==> src/rtl/crct_pkg.sv <==
// shared constants, register indexes and chain tag type for the crosswise repetition count test
package crct_pkg;

	localparam int MAX_BITS_DEF = 8;
	localparam int RUN_BITS_DEF = 16;

	localparam int SYM_W  = 8;
	localparam int AB_W   = 4;
	localparam int CUT_W  = 16;
	localparam int LIT_W  = 4;
	localparam int CRS_W  = 5;
	localparam int IDX_W  = 2;
	localparam int DATA_W = 16;

	localparam logic [AB_W-1:0]  ACTIVE_BITS_RST = 4'd8;
	localparam logic [CUT_W-1:0] CUTOFF_RST      = 16'd0;

	typedef enum logic [IDX_W-1:0] {
		REG_ACTIVE_BITS    = 2'd0,
		REG_LITERAL_CUTOFF = 2'd1,
		REG_CROSS_CUTOFF   = 2'd2
	} cfg_reg_t;

	// travels with each symbol along the chain of cells
	typedef struct packed {
		logic             first;
		logic [LIT_W-1:0] lit;
		logic [CRS_W-1:0] crs;
	} item_tag_t;

endpackage

==> src/rtl/crct_cell.sv <==
// one cell of the chain: literal test of bit IDX and cross tests of IDX against every lower bit
module crct_cell import crct_pkg::*; #(
	parameter int MAX_BITS = MAX_BITS_DEF,
	parameter int RUN_BITS = RUN_BITS_DEF,
	parameter int IDX      = 0,
	parameter int NB_W     = $clog2(MAX_BITS + 1)
) (
	input  logic                clk,
	input  logic                arst_n,
	input  logic                en,
	input  logic [NB_W-1:0]     n_eff,
	input  logic [CUT_W-1:0]    literal_cutoff,
	input  logic [CUT_W-1:0]    cross_cutoff,
	input  logic                valid_in,
	input  logic [MAX_BITS-1:0] bits_in,
	input  item_tag_t           tag_in,
	output logic                valid_out,
	output logic [MAX_BITS-1:0] bits_out,
	output item_tag_t           tag_out
);

	localparam int NT = IDX + 1;
	localparam logic [RUN_BITS-1:0] RUN_MAX = '1;
	localparam logic [RUN_BITS-1:0] RUN_ONE = RUN_BITS'(1);

	logic                ref_q [NT];
	logic [RUN_BITS-1:0] run_q [NT];

	logic                v_c   [NT];
	logic [RUN_BITS-1:0] run_c [NT];
	logic [NT-1:0]       fail_c;
	logic [CRS_W-1:0]    crs_cnt;
	logic                active;
	logic                take;
	item_tag_t           tag_nx;

	logic                valid_s1;
	logic [MAX_BITS-1:0] bits_s1;
	item_tag_t           tag_s1;

	assign active = 32'(n_eff) > IDX;
	assign take   = en && valid_in && active;

	always_comb begin
		for (int j = 0; j < NT; j++) begin
			v_c[j]    = (j == IDX) ? bits_in[IDX] : (bits_in[IDX] ^ bits_in[j]);
			run_c[j]  = RUN_ONE;
			fail_c[j] = 1'b0;
			if (!tag_in.first && (v_c[j] == ref_q[j])) begin
				run_c[j]  = (run_q[j] == RUN_MAX) ? run_q[j] : run_q[j] + RUN_ONE;
				fail_c[j] = 32'(run_c[j]) >=
					32'((j == IDX) ? literal_cutoff : cross_cutoff);
			end
		end
	end

	always_comb begin
		crs_cnt = '0;
		for (int j = 0; j < IDX; j++) begin
			crs_cnt = crs_cnt + CRS_W'(fail_c[j]);
		end
	end

	// counts only grow in cells whose bit is in use
	always_comb begin
		tag_nx = tag_in;
		if (active) begin
			tag_nx.lit = tag_in.lit + LIT_W'(fail_c[IDX]);
			tag_nx.crs = tag_in.crs + crs_cnt;
		end
	end

	always_ff @(posedge clk or negedge arst_n) begin
		if (!arst_n) begin
			for (int j = 0; j < NT; j++) begin
				ref_q[j] <= 1'b0;
				run_q[j] <= '0;
			end
		end else if (take) begin
			for (int j = 0; j < NT; j++) begin
				ref_q[j] <= v_c[j];
				run_q[j] <= run_c[j];
			end
		end
	end

	always_ff @(posedge clk or negedge arst_n) begin
		if (!arst_n) begin
			valid_s1 <= 1'b0;
		end else if (en) begin
			valid_s1 <= valid_in;
		end
	end

	always_ff @(posedge clk) begin
		if (en) begin
			bits_s1 <= bits_in;
			tag_s1  <= tag_nx;
		end
	end

	assign valid_out = valid_s1;
	assign bits_out  = bits_s1;
	assign tag_out   = tag_s1;

endmodule

==> src/rtl/crosswise_repetition_count_test_core.sv <==
// top level of the crosswise repetition count test: chain of cells, result register, config
//
// usage
//   input channel: symbol with in_valid / in_stall, one oscillator copy per bit.
//   output channel: pass, literal_fails, cross_fails, max_literal_fails and
//   max_cross_fails with out_valid / out_stall, one result per symbol, in order.
//   a transfer happens on a rising edge with valid high and stall low.
//   config channel: cfg_valid / cfg_ready with cfg_index and cfg_data;
//   index 0 active_bits, 1 literal_cutoff, 2 cross_cutoff, index 3 ignored.
//   cfg_ready is always high; write only while no symbol is in flight.
// timing
//   a symbol walks through the MAX_BITS registered cells, then the result
//   register.
//   one symbol per cycle sustained while no result waits under out_stall;
//   each cell updates its own tests when the symbol reaches it.
// reset
//   all run lengths and previous bits clear, the first symbol after reset
//   only loads the tests; peaks clear; registers return to 8, 0, 0.
// stall
//   the whole chain freezes while a result waits under out_stall; in_stall
//   rises in the same cycle so no symbol is taken until the result leaves.
module crosswise_repetition_count_test_core import crct_pkg::*; #(
	parameter int MAX_BITS = MAX_BITS_DEF,
	parameter int RUN_BITS = RUN_BITS_DEF
) (
	input  logic              clk,
	input  logic              arst_n,
	// input channel
	input  logic              in_valid,
	output logic              in_stall,
	input  logic [SYM_W-1:0]  symbol,
	// output channel
	output logic              out_valid,
	input  logic              out_stall,
	output logic              pass,
	output logic [LIT_W-1:0]  literal_fails,
	output logic [CRS_W-1:0]  cross_fails,
	output logic [LIT_W-1:0]  max_literal_fails,
	output logic [CRS_W-1:0]  max_cross_fails,
	// config channel
	input  logic              cfg_valid,
	output logic              cfg_ready,
	input  logic [IDX_W-1:0]  cfg_index,
	input  logic [DATA_W-1:0] cfg_data
);

	localparam int NB_W = $clog2(MAX_BITS + 1);

	// configuration registers
	logic [AB_W-1:0]  active_bits_q;
	logic [CUT_W-1:0] literal_cutoff_q;
	logic [CUT_W-1:0] cross_cutoff_q;
	logic [NB_W-1:0]  n_eff;

	// chain links, index 0 is the input side
	logic                valid_c [MAX_BITS+1];
	logic [MAX_BITS-1:0] bits_c  [MAX_BITS+1];
	item_tag_t           tag_c   [MAX_BITS+1];

	logic             seen_q;
	logic             adv;
	logic             out_valid_q;
	logic             pass_q;
	logic [LIT_W-1:0] lit_q;
	logic [CRS_W-1:0] crs_q;
	logic [LIT_W-1:0] peak_lit_q;
	logic [CRS_W-1:0] peak_crs_q;
	item_tag_t        last_tag;

	assign cfg_ready = 1'b1;

	always_ff @(posedge clk or negedge arst_n) begin
		if (!arst_n) begin
			active_bits_q    <= ACTIVE_BITS_RST;
			literal_cutoff_q <= CUTOFF_RST;
			cross_cutoff_q   <= CUTOFF_RST;
		end else if (cfg_valid && cfg_ready) begin
			case (cfg_index)
				REG_ACTIVE_BITS:    active_bits_q    <= cfg_data[AB_W-1:0];
				REG_LITERAL_CUTOFF: literal_cutoff_q <= cfg_data[CUT_W-1:0];
				REG_CROSS_CUTOFF:   cross_cutoff_q   <= cfg_data[CUT_W-1:0];
				default: ;
			endcase
		end
	end

	// zero counts as one copy, anything beyond the chain length as all copies
	always_comb begin
		if (active_bits_q == '0) begin
			n_eff = NB_W'(1);
		end else if (32'(active_bits_q) > MAX_BITS) begin
			n_eff = NB_W'(MAX_BITS);
		end else begin
			n_eff = NB_W'(active_bits_q);
		end
	end

	// chain moves whenever the result register is free or being emptied
	assign adv      = !out_valid_q || !out_stall;
	assign in_stall = !adv;

	always_ff @(posedge clk or negedge arst_n) begin
		if (!arst_n) begin
			seen_q <= 1'b0;
		end else if (in_valid && adv) begin
			seen_q <= 1'b1;
		end
	end

	// symbol bits above the input width read as zero
	for (genvar k = 0; k < MAX_BITS; k++) begin : g_sym
		if (k < SYM_W) begin : g_in
			assign bits_c[0][k] = symbol[k];
		end else begin : g_zero
			assign bits_c[0][k] = 1'b0;
		end
	end

	assign valid_c[0]     = in_valid;
	assign tag_c[0].first = !seen_q;
	assign tag_c[0].lit   = '0;
	assign tag_c[0].crs   = '0;

	for (genvar i = 0; i < MAX_BITS; i++) begin : g_cell
		crct_cell #(
			.MAX_BITS (MAX_BITS),
			.RUN_BITS (RUN_BITS),
			.IDX      (i),
			.NB_W     (NB_W)
		) u_cell (
			.clk            (clk),
			.arst_n         (arst_n),
			.en             (adv),
			.n_eff          (n_eff),
			.literal_cutoff (literal_cutoff_q),
			.cross_cutoff   (cross_cutoff_q),
			.valid_in       (valid_c[i]),
			.bits_in        (bits_c[i]),
			.tag_in         (tag_c[i]),
			.valid_out      (valid_c[i+1]),
			.bits_out       (bits_c[i+1]),
			.tag_out        (tag_c[i+1])
		);
	end

	assign last_tag = tag_c[MAX_BITS];

	// result register and running peaks
	always_ff @(posedge clk or negedge arst_n) begin
		if (!arst_n) begin
			out_valid_q <= 1'b0;
			peak_lit_q  <= '0;
			peak_crs_q  <= '0;
		end else if (adv) begin
			out_valid_q <= valid_c[MAX_BITS];
			if (valid_c[MAX_BITS]) begin
				if (last_tag.lit > peak_lit_q) begin
					peak_lit_q <= last_tag.lit;
				end
				if (last_tag.crs > peak_crs_q) begin
					peak_crs_q <= last_tag.crs;
				end
			end
		end
	end

	always_ff @(posedge clk) begin
		if (adv && valid_c[MAX_BITS]) begin
			pass_q <= (last_tag.lit == '0) && (last_tag.crs == '0);
			lit_q  <= last_tag.lit;
			crs_q  <= last_tag.crs;
		end
	end

	assign out_valid         = out_valid_q;
	assign pass              = pass_q;
	assign literal_fails     = lit_q;
	assign cross_fails       = crs_q;
	assign max_literal_fails = peak_lit_q;
	assign max_cross_fails   = peak_crs_q;

	// pass flag agrees with both counts
	a_pass_counts: assert property (@(posedge clk) disable iff (!arst_n)
		out_valid |-> (pass == ((literal_fails == '0) && (cross_fails == '0))))
		else $error("pass disagrees with failure counts");

	// peaks cover the counts they are shown with
	a_peak_cover: assert property (@(posedge clk) disable iff (!arst_n)
		out_valid |-> ((max_literal_fails >= literal_fails) &&
			(max_cross_fails >= cross_fails)))
		else $error("peak below current failure count");

	// peaks never fall
	a_peak_mono: assert property (@(posedge clk) disable iff (!arst_n)
		1'b1 |=> ((peak_lit_q >= $past(peak_lit_q)) && (peak_crs_q >= $past(peak_crs_q))))
		else $error("peak decreased");

	// a held result keeps the whole chain frozen
	a_hold_chain: assert property (@(posedge clk) disable iff (!arst_n)
		(out_valid && out_stall) |=> ($stable(peak_lit_q) && $stable(peak_crs_q) && out_valid))
		else $error("chain moved under a stalled result");

endmodule
==> config.mk <==
export PLATFORM = sky130hd
export DESIGN_NAME = crosswise_repetition_count_test_core
export DESIGN_NICKNAME = d
export VERILOG_FILES = /design/src/rtl/crct_pkg.sv /design/src/rtl/crct_cell.sv /design/src/rtl/crosswise_repetition_count_test_core.sv
export SDC_FILE = /design/constraint.sdc
export NUM_CORES = 2
export LEC_CHECK = 0
export BUFFER_PORTS_ARGS = -buffer_cell sky130_fd_sc_hd__buf_2
export CORE_ASPECT_RATIO = 1.75
export CORE_UTILIZATION = 55
export CTS_CLUSTER_DIAMETER = 120
export DETAILED_ROUTE_END_ITERATION = 7
export PLACE_DENSITY = 0.71
export SLEW_MARGIN = 20
export SYNTH_ARGS = -nofsm -noshare
export SYNTH_HDL_FRONTEND = slang
export SYNTH_SLANG_ARGS = --single-unit
==> constraint.sdc <==
create_clock -name clk -period 7.8 [get_ports clk]
set_input_delay 0.78 -clock clk [delete_from_list [all_inputs] [get_ports clk]]
set_output_delay 0.78 -clock clk [all_outputs]
set_load 0.005 [all_outputs]
==> results.md <==
* Critical path class: reg2reg
* Vias in the first global route at 52168
* Max-Cap Viols at 0
* Synth top area cells: dfrtp_1 27%, ha_1 14%, edfxtp_1 6.3%
* Worst R2R End: g_cell[7].u_cell.tag_out[4]$_DFFE_PN_
* Grt ovf at 0
* CP startpoint kind: register
* Core area at ~110000 sq um
* Crit. End Element: register
* Layout area overhead at 6.78%
* DPL Wire Length at 121000 um
* Power Total at 17.3 mW
* Yosys reg bits at 794
* Synth unique cells at 104
* Die area at about 110000 sq um
* Clock Tree Buf Depth at 3
* R2R cell count at 23
* Rows at between 150 and 200
* CTS hold repair buffers at 0
* Final min period at 6290 ps
* Yosys top cell area share at between 20% and 30%
* Routability cong. at 0.919
* Mapped Cells at 6918
* H-tree level count at 3
* RSZ-0062 raised after global routing: no
* Synth Area per Inst at around 8.8 sq um
* Final ANT Viol Nets at 0
* Vias at 52716
* Die width at 254 um
* Worst setup margin at between 1500 and 2000 ps
* Die height at approximately 440 um
* Power density cells at 266 nW/um^2
* Main flop type after synthesis: dfrtp_1
* Max_slew headroom at 28.1%
* Worst skew pair latency at slightly above 700 ps
* Global-route wire length before repair at 272000 um
* TritonCTS clock tree: yes
* Reg2reg start: g_cell[7].u_cell.run_q[108]$_DFFE_PN0P_
* PortBufs at 51
* Hold Crit Class: in2async
* Clock Sinks at ~800
* Fmax at 0.159 GHz
* DR pass1 iterations at 6
* Post-synth top cells: 802 x nand2_1, 668 x a21oi_1, 666 x dfrtp_1
* Setup violations, final at 0
* Worst Max-Slew Pin Slew at 1070 ps
* I/O pin cnt at 53
* Initial antenna violation count at 8
* Final Hold Violating Endpoints at 0
* Post-route DRC at 0
* Final wirelength at roughly 170000 um
* CP Data Arrival Time at 6730 ps
* Reg clk slew, reported paths at ~70 ps
* Root Driver: clkbuf_16
* Setup tns final at 0 ps
* Hold slack at 38.7 ps
* GRT Overall Usage at 30.5%
* Fraction of registers with async set/reset at 84.0%
* Number of synthesized flops with an enable pin at 127
* CTS Buf Count at 82
* Top-count cell post-synth: nand2_1
* Fin nets at between 7000 and 8000
* R2R Setup Slk at roughly 1500 ps
* Leakage at 30.3 nW
* Pre-CTS WS at between 1500 and 2000 ps
* Data required, critical path at 8240 ps
* Post-synthesis instance area at 60900 sq um
* DR WL/cell at approximately 21 um
* Register area share after synthesis at between 30% and 40%
* Leading area contributor after synthesis: dfrtp_1
* Final period util at 80.7%
* Via-to-Cell Ratio at around 6.3
* Status: finished clean
* Worst-path maximum fanout at 13
* Core Util, Final at 59.1%
* Ys Warns at 0
* Initial cell density of the core at 55.4%
* Max VDD drop at about 0.16 mV
* Synth Net Count at roughly 7600
* Largest net degree at the start of global routing at between 150 and 200
* Setup Buffers After CTS at 0
* Layout cells sized above 1 at 6.81%
* Clock skew at 23.1 ps
* Fin. max-slew vios at 0
* Starting DRT DRC Count at 3483
* CTS resizes at 0
-- cell usage in the layout, fill, tap and decap left out, types with 35 or more instances in the layout --
cell / netlist / final
a31oi_1: 110 / 110
ha_1: 663 / 663
xor2_1: 176 / 176
o21a_1: 99 / 99
o21ai_0: 474 / 474
dfrtp_1: 666 / 665
nand2b_1: 97 / 97
and3_1: 145 / 144
and2_1: 35 / 35
nand3_1: 306 / 302
a21oi_1: 668 / 668
nor2b_1: 76 / 76
clkbuf_16: 0 / 85
inv_1: 122 / 107
nor4_1: 41 / 41
buf_2: 125 / 50
mux2_2: 90 / 90
nor2_1: 468 / 464
o31ai_1: 137 / 137
a21o_1: 208 / 208
nand4_1: 155 / 155
a22o_1: 72 / 72
nand2_1: 802 / 802
and4_1: 74 / 74
or3_1: 40 / 40
edfxtp_1: 127 / 127
buf_4: 6 / 62
nor3_1: 56 / 56
xnor2_1: 309 / 309
-- where the power goes --
| group | switching, mW | leakage [nW] | total (mW) | internal, mW |
|---|---|---|---|---|
| logic | 4.72 | 18.7 | 7.27 | 2.55 |
| registers | 0.870 | 10.3 | 5.93 | 5.06 |
| clock network | 1.82 | 1.31 | 4.12 | 2.30 |
-- flip-flops by register name (all words and copies together), names as in the netlist, 8 cells and up --
register and flops:
g_cell.u_cell.run_q 576, g_cell.u_cell.tag_out 61, g_cell.u_cell.bits_out 56, g_cell.u_cell.ref_q 36, cross_cutoff_q 16, literal_cutoff_q 16
g_cell.u_cell.valid_out 8
-- worst max path at each step --
stage	to	startpoint
final	g_cell[7].u_cell.tag_out[4]$_DFFE_PN_	g_cell[7].u_cell.run_q[108]$_DFFE_PN0P_
after global routing	g_cell[7].u_cell.tag_out[4]$_DFFE_PN_	g_cell[7].u_cell.run_q[108]$_DFFE_PN0P_
after CTS	g_cell[7].u_cell.tag_out[4]$_DFFE_PN_	g_cell[7].u_cell.run_q[108]$_DFFE_PN0P_
after detailed placement	g_cell[7].u_cell.tag_out[4]$_DFFE_PN_	g_cell[7].u_cell.run_q[108]$_DFFE_PN0P_
after global placement	g_cell[7].u_cell.tag_out[4]$_DFFE_PN_	g_cell[7].u_cell.run_q[108]$_DFFE_PN0P_
after floorplan	g_cell[7].u_cell.tag_out[4]$_DFFE_PN_	g_cell[7].u_cell.run_q[96]$_DFFE_PN0P_
-- routing by layer --
metal	GRT usage [%]	wire length, um
met1	33.4	65500
met2	54.7	86700
met3	3.65	7810
met5	0	0
met4	20.0	11700
-- cell type report --
| cell class | instances | area [sq um] |
|---|---|---|
| flip-flops and latches | 794 | 20500 |
| diodes | 6 | 15.0 |
| repair buffers | 116 | 791 |
| well taps | 1467 | 1840 |
| inverters | 123 | 462 |
| clock inverters | 38 | 373 |
| fillers | 9850 | 44900 |
| clock buffers | 111 | 2330 |
| multi-input cells | 5708 | 38700 |
-- critical path, cell delays in order (launching register included) --
cell and delay, ps:
dfrtp_1 460, nand4_1 200, nor2_1 390, nand3_1 500, nand2_1 220, xnor2_1 140, ha_1 260, a211o_1 300
a31oi_1 150, nor4_1 70, o21ai_0 320, a21o_1 180, a21oi_1 80, ha_1 300, inv_1 50, fa_1 500
inv_1 50, fa_1 500, fa_1 470, fa_1 410, a21oi_1 140, nor2b_1 50, o21ai_0 190, xnor2_1 100
-- logic make-up after synthesis --
group | count (synthesis) | synth area share [%]
AND/OR/NAND/NOR | 2426 | 19.9
AO/OA/AOI/OAI | 2003 | 20.4
flip-flops | 794 | 33.7
adder cells (fa/ha/maj) | 678 | 14.1
XOR/XNOR | 486 | 7.00
buffers and inverters | 416 | 2.90
multiplexers | 114 | 2.06
other | 1 | 0.00616
-- metrics by stage --
stage | instance area, sq um | instances
after floorplan | 60900 | 6918
after detailed placement | 62300 | 8208
after global placement | 62300 | 8208
after global routing | 65000 | 8361
final | 65000 | 8363
after CTS | 65000 | 8357
Power figures use the tool's default switching activity.
